<file path="src/hw/rtl/ima_dec_pkg.sv">
`timescale 1ns / 1ps

package ima_dec_pkg;

    localparam logic [6:0] IDX_MAX = 7'd88;

    localparam logic [14:0] STEP_TAB [0:88] = '{
        15'd7,     15'd8,     15'd9,     15'd10,    15'd11,    15'd12,    15'd13,    15'd14,
        15'd16,    15'd17,    15'd19,    15'd21,    15'd23,    15'd25,    15'd28,    15'd31,
        15'd34,    15'd37,    15'd41,    15'd45,    15'd50,    15'd55,    15'd60,    15'd66,
        15'd73,    15'd80,    15'd88,    15'd97,    15'd107,   15'd118,   15'd130,   15'd143,
        15'd157,   15'd173,   15'd190,   15'd209,   15'd230,   15'd253,   15'd279,   15'd307,
        15'd337,   15'd371,   15'd408,   15'd449,   15'd494,   15'd544,   15'd598,   15'd658,
        15'd724,   15'd796,   15'd876,   15'd963,   15'd1060,  15'd1166,  15'd1282,  15'd1411,
        15'd1552,  15'd1707,  15'd1878,  15'd2066,  15'd2272,  15'd2499,  15'd2749,  15'd3024,
        15'd3327,  15'd3660,  15'd4026,  15'd4428,  15'd4871,  15'd5358,  15'd5894,  15'd6484,
        15'd7132,  15'd7845,  15'd8630,  15'd9493,  15'd10442, 15'd11487, 15'd12635, 15'd13899,
        15'd15289, 15'd16818, 15'd18500, 15'd20350, 15'd22385, 15'd24623, 15'd27086, 15'd29794,
        15'd32767
    };

    localparam logic signed [7:0] IDX_ADJ [0:7] = '{
        -8'sd1, -8'sd1, -8'sd1, -8'sd1, 8'sd2, 8'sd4, 8'sd6, 8'sd8
    };

    localparam logic signed [17:0] SUM_MIN = -18'sd32768;
    localparam logic signed [17:0] SUM_MAX = 18'sd32767;

    typedef struct packed {
        logic signed [15:0] pred;
        logic [6:0]         idx;
    } t_nib;

    // One IMA code step: predictor and step index update, both clamped.
    function automatic t_nib nib_step(input logic signed [15:0] pred,
                                      input logic [6:0] idx,
                                      input logic [3:0] code);
        logic [6:0]         si;
        logic [14:0]        step;
        logic [16:0]        dlt;
        logic signed [17:0] sum;
        logic signed [7:0]  ni;
        t_nib               res;
        si   = (idx > IDX_MAX) ? IDX_MAX : idx;
        step = STEP_TAB[si];
        dlt  = {5'b0, step[14:3]};
        if (code[0]) dlt = dlt + {4'b0, step[14:2]};
        if (code[1]) dlt = dlt + {3'b0, step[14:1]};
        if (code[2]) dlt = dlt + {2'b0, step};
        if (code[3]) sum = {{2{pred[15]}}, pred} - $signed({1'b0, dlt});
        else         sum = {{2{pred[15]}}, pred} + $signed({1'b0, dlt});
        if (sum < SUM_MIN)      res.pred = 16'sh8000;
        else if (sum > SUM_MAX) res.pred = 16'sh7FFF;
        else                    res.pred = sum[15:0];
        ni = $signed({1'b0, si}) + IDX_ADJ[code[2:0]];
        if (ni < 8'sd0)                        res.idx = 7'd0;
        else if (ni > $signed({1'b0, IDX_MAX})) res.idx = IDX_MAX;
        else                                   res.idx = ni[6:0];
        return res;
    endfunction

endpackage

</file>
<file path="src/hw/rtl/ima_adpcm_block_decoder_unit.sv">
`timescale 1ns / 1ps
// Channel | Direction | Signals                                   | Accepted when
// --------+-----------+-------------------------------------------+------------------------
// in      | to unit   | i_in_valid, o_in_ready, i_code_byte       | i_in_valid & o_in_ready
// out     | from unit | o_out_valid, i_out_ready, o_pcm_sample,   | o_out_valid & i_out_ready
//         |           | o_channel_id, o_block_first,              |
//         |           | o_header_bad, o_run_last                  |
// cfg     | to unit   | i_cfg_valid, o_cfg_ready, i_cfg_index,    | i_cfg_valid & o_cfg_ready
//         |           | i_cfg_data                                |
//
// A byte is decoded in the cycle it is accepted; its 0 to 4 samples sit in a
// four-entry result buffer and leave from the next cycle on, one per cycle
// while the sink is ready. With a ready sink the result buffer drain sets the
// byte rate (samples: mono data 2, stereo right byte 4, header/left byte 0 or 1).
// The next byte is taken in the cycle the last buffered sample is taken.
// Synchronous active-low reset: mono, 1024-byte blocks, start of block.
// Config writes are always taken and apply from the next byte.

module ima_adpcm_block_decoder_unit (
    input  logic               i_clk,
    input  logic               i_rst_n,
    input  logic               i_in_valid,
    output logic               o_in_ready,
    input  logic [7:0]         i_code_byte,
    output logic               o_out_valid,
    input  logic               i_out_ready,
    output logic signed [15:0] o_pcm_sample,
    output logic               o_channel_id,
    output logic               o_block_first,
    output logic               o_header_bad,
    output logic               o_run_last,
    input  logic               i_cfg_valid,
    output logic               o_cfg_ready,
    input  logic [1:0]         i_cfg_index,
    input  logic [15:0]        i_cfg_data
);
    import ima_dec_pkg::*;

    localparam logic [1:0] CFG_CHAN = 2'd0;
    localparam logic [1:0] CFG_BLK  = 2'd1;

    // configuration
    logic [1:0]  r_chan, n_chan;
    logic [15:0] r_blk,  n_blk;

    // decoder state
    logic signed [15:0] r_pred [2];
    logic signed [15:0] n_pred [2];
    logic [6:0]         r_idx  [2];
    logic [6:0]         n_idx  [2];
    logic [31:0]        r_held [4];  // left sample pairs, {high nibble, low nibble}
    logic [31:0]        n_held [4];
    logic [15:0]        r_pos, n_pos;
    logic [7:0]         r_hlow, n_hlow;
    logic               r_bad, n_bad;

    // result buffer
    logic [2:0]         r_cnt, n_cnt;
    logic [1:0]         r_rd,  n_rd;
    logic signed [15:0] r_smp [4];
    logic signed [15:0] n_smp [4];
    logic [3:0]         r_chv, n_chv;
    logic               r_first, n_first;
    logic               r_obad,  n_obad;

    logic        in_acc, out_acc;
    logic        stereo, blk_ok, bad_cur, hch;
    logic [15:0] hdr, dpos, lim;
    logic [16:0] pos_inc;
    logic [1:0]  grp;
    t_nib        dec_l0, dec_l1, dec_r0, dec_r1;

    assign o_cfg_ready = 1'b1;
    assign o_in_ready  = (r_cnt == 3'd0) || ((r_cnt == 3'd1) && i_out_ready);
    assign o_out_valid = (r_cnt != 3'd0);
    assign in_acc      = i_in_valid && o_in_ready;
    assign out_acc     = o_out_valid && i_out_ready;

    assign o_pcm_sample  = r_smp[r_rd];
    assign o_channel_id  = r_chv[r_rd];
    assign o_block_first = r_first;
    assign o_header_bad  = r_obad;
    assign o_run_last    = (r_cnt == 3'd1);

    assign stereo  = (r_chan == 2'd2);
    assign hdr     = stereo ? 16'd8 : 16'd4;
    assign blk_ok  = (r_blk >= hdr);
    assign bad_cur = (r_pos == 16'd0) ? 1'b0 : r_bad;
    assign hch     = r_pos[2];
    assign dpos    = r_pos - hdr;
    // whole groups only: (block - hdr) rounded down to a multiple of hdr
    assign lim     = (r_blk - hdr) & (stereo ? 16'hFFF8 : 16'hFFFC);
    assign grp     = dpos[1:0];
    assign pos_inc = {1'b0, r_pos} + 17'd1;

    // two chained code steps per channel
    assign dec_l0 = nib_step(r_pred[0], r_idx[0], i_code_byte[3:0]);
    assign dec_l1 = nib_step(dec_l0.pred, dec_l0.idx, i_code_byte[7:4]);
    assign dec_r0 = nib_step(r_pred[1], r_idx[1], i_code_byte[3:0]);
    assign dec_r1 = nib_step(dec_r0.pred, dec_r0.idx, i_code_byte[7:4]);

    always_comb begin
        n_chan  = r_chan;
        n_blk   = r_blk;
        n_pred  = r_pred;
        n_idx   = r_idx;
        n_held  = r_held;
        n_pos   = r_pos;
        n_hlow  = r_hlow;
        n_bad   = r_bad;
        n_cnt   = r_cnt;
        n_rd    = r_rd;
        n_smp   = r_smp;
        n_chv   = r_chv;
        n_first = r_first;
        n_obad  = r_obad;

        if (i_cfg_valid) begin
            case (i_cfg_index)
                CFG_CHAN: n_chan = i_cfg_data[1:0];
                CFG_BLK:  n_blk  = i_cfg_data;
                default:  ;
            endcase
        end

        if (out_acc) begin
            n_cnt = r_cnt - 3'd1;
            n_rd  = r_rd + 2'd1;
        end

        if (in_acc) begin
            n_bad   = bad_cur;
            n_cnt   = 3'd0;
            n_rd    = 2'd0;
            n_first = 1'b0;
            n_obad  = bad_cur;
            n_smp   = '{default: 16'sd0};
            n_chv   = 4'b0000;
            if (blk_ok) begin
                if (r_pos < hdr) begin
                    case (r_pos[1:0])
                        2'd0: n_hlow = i_code_byte;
                        2'd1: begin
                            n_pred[hch] = {i_code_byte, r_hlow};
                            n_smp[0]    = bad_cur ? 16'sd0 : $signed({i_code_byte, r_hlow});
                            n_chv[0]    = hch;
                            n_first     = 1'b1;
                            n_cnt       = 3'd1;
                        end
                        2'd2: begin
                            if (i_code_byte > {1'b0, IDX_MAX}) begin
                                n_bad       = 1'b1;
                                n_idx[hch]  = IDX_MAX;
                            end else begin
                                n_idx[hch]  = i_code_byte[6:0];
                            end
                        end
                        default: begin
                            if (i_code_byte != 8'd0) n_bad = 1'b1;
                        end
                    endcase
                end else if (dpos < lim) begin
                    if (!stereo) begin
                        n_cnt = 3'd2;
                        if (!bad_cur) begin
                            n_pred[0] = dec_l1.pred;
                            n_idx[0]  = dec_l1.idx;
                            n_smp[0]  = dec_l0.pred;
                            n_smp[1]  = dec_l1.pred;
                        end
                    end else if (!dpos[2]) begin
                        // left byte: hold both samples until its right byte
                        if (!bad_cur) begin
                            n_pred[0]   = dec_l1.pred;
                            n_idx[0]    = dec_l1.idx;
                            n_held[grp] = {dec_l1.pred, dec_l0.pred};
                        end
                    end else begin
                        n_cnt = 3'd4;
                        n_chv = 4'b1010;
                        if (!bad_cur) begin
                            n_pred[1] = dec_r1.pred;
                            n_idx[1]  = dec_r1.idx;
                            n_smp[0]  = r_held[grp][15:0];
                            n_smp[1]  = dec_r0.pred;
                            n_smp[2]  = r_held[grp][31:16];
                            n_smp[3]  = dec_r1.pred;
                        end
                    end
                end
            end
            if (pos_inc >= {1'b0, r_blk}) n_pos = 16'd0;
            else                          n_pos = pos_inc[15:0];
        end
    end

    always_ff @(posedge i_clk) begin
        if (!i_rst_n) begin
            r_chan <= 2'd1;
            r_blk  <= 16'd1024;
            r_pred <= '{default: 16'sd0};
            r_idx  <= '{default: 7'd0};
            r_held <= '{default: 32'd0};
            r_pos  <= 16'd0;
            r_hlow <= 8'd0;
            r_bad  <= 1'b0;
            r_cnt  <= 3'd0;
            r_rd   <= 2'd0;
        end else begin
            r_chan <= n_chan;
            r_blk  <= n_blk;
            r_pred <= n_pred;
            r_idx  <= n_idx;
            r_held <= n_held;
            r_pos  <= n_pos;
            r_hlow <= n_hlow;
            r_bad  <= n_bad;
            r_cnt  <= n_cnt;
            r_rd   <= n_rd;
        end
    end

    always_ff @(posedge i_clk) begin
        r_smp   <= n_smp;
        r_chv   <= n_chv;
        r_first <= n_first;
        r_obad  <= n_obad;
    end

    // buffer never holds more than one byte's worth of samples
    a_cnt_max: assert property (@(posedge i_clk) disable iff (!i_rst_n)
        r_cnt <= 3'd4)
        else $error("result buffer overfilled");

    // predictor high byte of a header yields a block_first sample next cycle
    a_hdr_first: assert property (@(posedge i_clk) disable iff (!i_rst_n)
        (in_acc && blk_ok && (r_pos < hdr) && (r_pos[1:0] == 2'd1))
        |=> (o_out_valid && o_block_first && o_run_last))
        else $error("header sample missing");

    // a failed header forces zero samples
    a_bad_zero: assert property (@(posedge i_clk) disable iff (!i_rst_n)
        (o_out_valid && o_header_bad) |-> (o_pcm_sample == 16'sd0))
        else $error("bad block sample not zero");

endmodule
</file>
<file path="config.mk">
export PLATFORM = sky130hd
export DESIGN_NAME = ima_adpcm_block_decoder_unit
export DESIGN_NICKNAME = d
export VERILOG_FILES = /design/src/hw/rtl/ima_dec_pkg.sv /design/src/hw/rtl/ima_adpcm_block_decoder_unit.sv
export SDC_FILE = /design/constraint.sdc
export NUM_CORES = 2
export LEC_CHECK = 0
export ABC_AREA = 1
export BUFFER_PORTS_ARGS = -buffer_cell sky130_fd_sc_hd__buf_2
export CORE_MARGIN = 2
export CORE_UTILIZATION = 50
export CTS_BUF_LIST = sky130_fd_sc_hd__clkbuf_8
export DETAILED_ROUTE_END_ITERATION = 6
export PLACE_DENSITY = 0.66
export SETUP_SLACK_MARGIN = 0.15
export SYNTH_ARGS = -nofsm -noshare
export SYNTH_HDL_FRONTEND = slang
export SYNTH_SLANG_ARGS = --single-unit
export TNS_END_PERCENT = 30
</file>
<file path="constraint.sdc">
create_clock -name i_clk -period 28.4 [get_ports i_clk]
set_input_delay 2.84 -clock i_clk [delete_from_list [all_inputs] [get_ports i_clk]]
set_output_delay 2.84 -clock i_clk [all_outputs]
set_load 0.05 [all_outputs]
</file>
==> flow_summary_export.csv <==
group,metric,value,unit
status,status,"finished, violations left",
status,violated_checks,"design-rule violations",
grt,globalRoute.totalOverflow,0,
clock_tree,htreeDepth,2,
flow_run,maxCapViolations,0,
sta,holdWs,0.4581,ns
die,die_width,271.5,µm
hold_path,holdPathStages,2,
logic_synthesis,adder_cell_fraction_of_synth_area,13.38,%
sta,setup_viol,0,
die,ioPinCount,54,
hold_path,worstHoldPathType,"register to register",
clock_tree,ctsResizeCount,0,
logic_synthesis,syn-cell-area,35790,µm²
clock_tree,cts_buffer_depth,3,
logic_synthesis,synthesis.nets,6135,
grt,grt_start_max_net_pins,102,
critical_path,cp_top_family,"simple AND/OR/NAND/NOR gates",
critical_path,timing.critical_path.mode_cell,"sky130_fd_sc_hd__nand2_1",
critical_path,required_time_at_the_worst_slack_endpoint,28.90,ns
layout,fillers,7430,
sta,maxClockFrequency,66.39,MHz
clock_tree,cts_tree,"built",
clock_tree,clk_pin_slew_worst_paths,0.06,ns
logic_synthesis,synth_simple_gate_area_share,29.79,%
logic_synthesis,asr_flop_ratio_synth,0,%
sta,final_min_period_over_clock_period,53.04,%
clock_tree,cts_bufs_inserted,50,
logic_synthesis,netlist_instances,5734,
power_and_ir_drop,totalPowerFinal,0.003561,W
sta,finalWorstPathRequiredPeriod,15.06,ns
placed_design,post_dp_hpwl,96160,µm
logic_synthesis,ys.warnings.count,0,
placed_design,i_o_buffers,52,
logic_synthesis,synth_edf_count,68,
logic_synthesis,seq_area_frac_synth,18.12,%
die,initial_core_util,50.32,%
sta,finalClockSkew,0.03732,ns
placed_design,placed_cells_incl_taps,6543,
power_and_ir_drop,power.ir.vdd_worst,0.08647,mV
sta,rsz0062_at_grt,"false",
detailed_routing,vias,39270,
logic_synthesis,area_share_of_the_leading_cell_type_in_the_synthesized_netlist,13.76,%
logic_synthesis,synth_flop_cell,"sky130_fd_sc_hd__dfxtp_1",
die,floorplan.core_area,71120,µm²
critical_path,r2r-end,"r_smp[13]",
critical_path,worst-r2r-setup-slack,13.35,ns
logic_synthesis,dominant_combinational_cell_family_by_area_after_synthesis,"simple AND/OR/NAND/NOR gates",
critical_path,worst-path-max-fanout,32,
hold_path,hp-start,"r_chan[1]",
power_and_ir_drop,pwr_density_cell,94.59,nW/µm²
critical_path,crit_type,"input port to register",
critical_path,combined_buffer_and_inverter_count_along_the_critical_path,10,
grt,groute.usage.overall,33.37,%
die,core.rowCount,98,
critical_path,critical_path.reg2reg.startpoint,"r_idx[1]",
critical_path,depth_of_the_most_critical_reg_to_reg_path,78,
logic_synthesis,synth_compound_area_share,22.94,%
detailed_routing,viasPerCell,5.915,
grt,global_route_wire_length_before_repair,198900,µm
sta,timing.final.hold_violations,0,
logic_synthesis,synth-seq-cells,290,
sta,drv_slew,0,
detailed_routing,drcViolationCount,1,
detailed_routing,drt_pass_1_iters,7,
layout,flow.area_growth_from_synthesis,5.181,%
logic_synthesis,yosysUniqueCellTypes,73,
clock_tree,worst_skew_pair.late_latency,0.67,ns
logic_synthesis,yosys-top-cells-area,"sky130_fd_sc_hd__nand2_1 14%, sky130_fd_sc_hd__dfxtp_1 12%, sky130_fd_sc_hd__ha_1 12%, sky130_fd_sc_hd__a21oi_1 8.3%, sky130_fd_sc_hd__o21ai_0 7.1%",
logic_synthesis,post_synth_mux_area_share,0.02797,%
logic_synthesis,synth_top_cell_by_area,"sky130_fd_sc_hd__nand2_1",
hold_path,worst_hold_path.endpoint,"r_chan[1]",
grt,grt_pass1_vias,36290,
power_and_ir_drop,leakagePower,18.49,nW
layout,num-nets-final,6046,
critical_path,critical_path_arrival,15.56,ns
critical_path,worst_path_largest_cell_delay,0.76,ns
clock_tree,postCtsHoldBufs,0,
layout,ratio_of_cells_with_drive_above_1_in_the_final_layout,6.313,%
placed_design,gp_congestion,0.9954,
layout,layoutNonFillerInstCount,6639,
detailed_routing,routedWlPerCell,19.24,µm
detailed_routing,drtIter0Drc,4265,
detailed_routing,postRouteWirelength,127700,µm
critical_path,cp-end-kind,"register",
clock_tree,cts_sinks,290,
sta,timing.setup.tns,0,ns
clock_tree,post-cts-setup-buffer-count,0,
sta,relSlewSlack,16.68,%
sta,worst_pin_slew,1.248,ns
clock_tree,ctsRootBufferMaster,"sky130_fd_sc_hd__clkbuf_8",
critical_path,worst_setup_path_start_kind,"input port",
die,die_h,271.5,µm
logic_synthesis,area_share_of_xor_xnor_cells_in_the_synthesized_design,5.531,%
detailed_routing,drtAntennaViolNets,0,
grt,antenna_violations_before_repair,5,
critical_path,cp_slowest_cell,"sky130_fd_sc_hd__a221oi_1",
die,fp.dieArea,73730,µm²
logic_synthesis,synth_area_per_cell,6.241,µm²
cell type report:
type,count,area (µm²),share of cell area [%]
antenna,2,5.005,0.01330
clock buffer,59,812.0,2.157
clock inverter,35,272.8,0.7246
inverter,677,2550,6.774
multi-input combinational,4526,25700,68.28
sequential,290,6487,17.23
tap,950,1189,3.158
timing repair buffer,100,623.1,1.655
how the worst max path moves through the flow:
stage | start | to | slack (ns) | cells after the start
6_report | i_code_byte[0] | r_pred[24] | 13.34 | 65
5_1_grt | i_code_byte[0] | r_pred[30] | 11.94 | 72
4_1_cts | i_code_byte[0] | r_pred[30] | 13.52 | 65
2_1_floorplan | i_code_byte[2] | r_smp[38] | 15.10 | 60
3_3_place_gp | i_code_byte[0] | r_pred[24] | 12.94 | 65
3_5_place_dp | i_code_byte[0] | r_pred[29] | 12.86 | 62
cells in the mapped netlist (22+ instances only):
cell	count
sky130_fd_sc_hd__buf_1	26
sky130_fd_sc_hd__nor3_1	55
sky130_fd_sc_hd__inv_2	22
sky130_fd_sc_hd__nor2_1	398
sky130_fd_sc_hd__nand2_1	1312
sky130_fd_sc_hd__inv_1	643
sky130_fd_sc_hd__edfxtp_1	68
sky130_fd_sc_hd__buf_2	39
sky130_fd_sc_hd__o21bai_1	38
sky130_fd_sc_hd__ha_1	349
sky130_fd_sc_hd__o22ai_1	53
sky130_fd_sc_hd__xor2_1	164
sky130_fd_sc_hd__o31ai_1	23
sky130_fd_sc_hd__clkbuf_1	150
sky130_fd_sc_hd__dfxtp_1	222
sky130_fd_sc_hd__o21ai_0	507
sky130_fd_sc_hd__or2_2	42
sky130_fd_sc_hd__o211ai_1	47
sky130_fd_sc_hd__nand3_1	472
sky130_fd_sc_hd__nand2_2	41
sky130_fd_sc_hd__nand4_1	54
sky130_fd_sc_hd__a221oi_1	26
sky130_fd_sc_hd__a31oi_1	38
sky130_fd_sc_hd__xnor2_1	62
sky130_fd_sc_hd__o21ai_1	31
sky130_fd_sc_hd__a21oi_1	596
placed cells by master (no fill, tap or decap), drive strengths merged, types with 23 or more instances in the layout:
| master | n |
|---|---|
| xor2 | 164 |
| o22ai | 53 |
| dfxtp | 222 |
| o21ai | 541 |
| edfxtp | 68 |
| inv | 679 |
| o31ai | 23 |
| a221oi | 26 |
| o21bai | 38 |
| a31oi | 38 |
| nand2 | 1374 |
| a21oi | 606 |
| xnor2 | 62 |
| clkbuf | 59 |
| or2 | 42 |
| ha | 349 |
| o211ai | 47 |
| nand4 | 56 |
| nor2 | 411 |
| clkinv | 28 |
| buf | 100 |
| nor3 | 57 |
| nand3 | 482 |
logic make-up (layout without fill, tap and decap cells):
| kind of cell | count (synthesis) | after routing |
|---|---|---|
| flops | 290 | 290 |
| compound gates | 1468 | 1468 |
| xor+xnor | 226 | 226 |
| fa+ha+maj | 370 | 370 |
| other cells | 1 | 3 |
| simple gates | 2460 | 2460 |
| buf+inv | 918 | 871 |
| mux | 1 | 1 |
state kept, by name, indices dropped and copies added, names as in the netlist:
signal         cells
o_block_first      1
o_header_bad       1
r_bad              1
r_blk             16
r_chan             2
r_chv              2
r_cnt              3
r_held           128
r_hlow             8
r_idx             14
r_pos             16
r_pred            32
r_rd               2
r_smp             64
routing by layer:
| metal | wire (µm) | part of all wire [%] | up-vias | GRT usage, % |
|---|---|---|---|---|
| met5 | 26 | 0.020 | - | 0 |
| met4 | 5307 | 4.2 | 4 | 13.26 |
| met3 | 10990 | 8.6 | 346 | 4.228 |
| met2 | 57130 | 45 | 1935 | 54.44 |
| met1 | 54260 | 42 | 17810 | 44.65 |
| li1 | - | - | 19170 | - |
power by group:
group	leakage, nW	switching [W]	internal (W)
Clock	0.608	0.000199	0.000221
Sequential	2.46	0.0000346	0.000470
Combinational	15.4	0.00182	0.000821
Total	18.5	0.00205	0.00151
metrics by stage:
step / setup WS, ns / util [%] / cell area [µm²]
3_5_place_dp: 12.86 / 51.40 / 36550
4_1_cts: 13.52 / 52.92 / 37640
5_1_grt: 11.94 / 52.93 / 37640
2_1_floorplan: 15.10 / - / 35790
6_report: 13.34 / 52.93 / 37640
3_3_place_gp: 12.94 / 51.40 / 36550
worst reg2reg max path, delay by kind of cell, from the launching register on:
kind	cells	cell delay (ns)
and+or+nand+nor	31	4.77
buffers and inverters	9	1.34
AOI/OAI and AO/OA	27	5.35
xor gates and xnor gates	5	0.82
DFF	1	0.47
adders and majority gates	6	2.09
(Power assumes the default switching activity.)
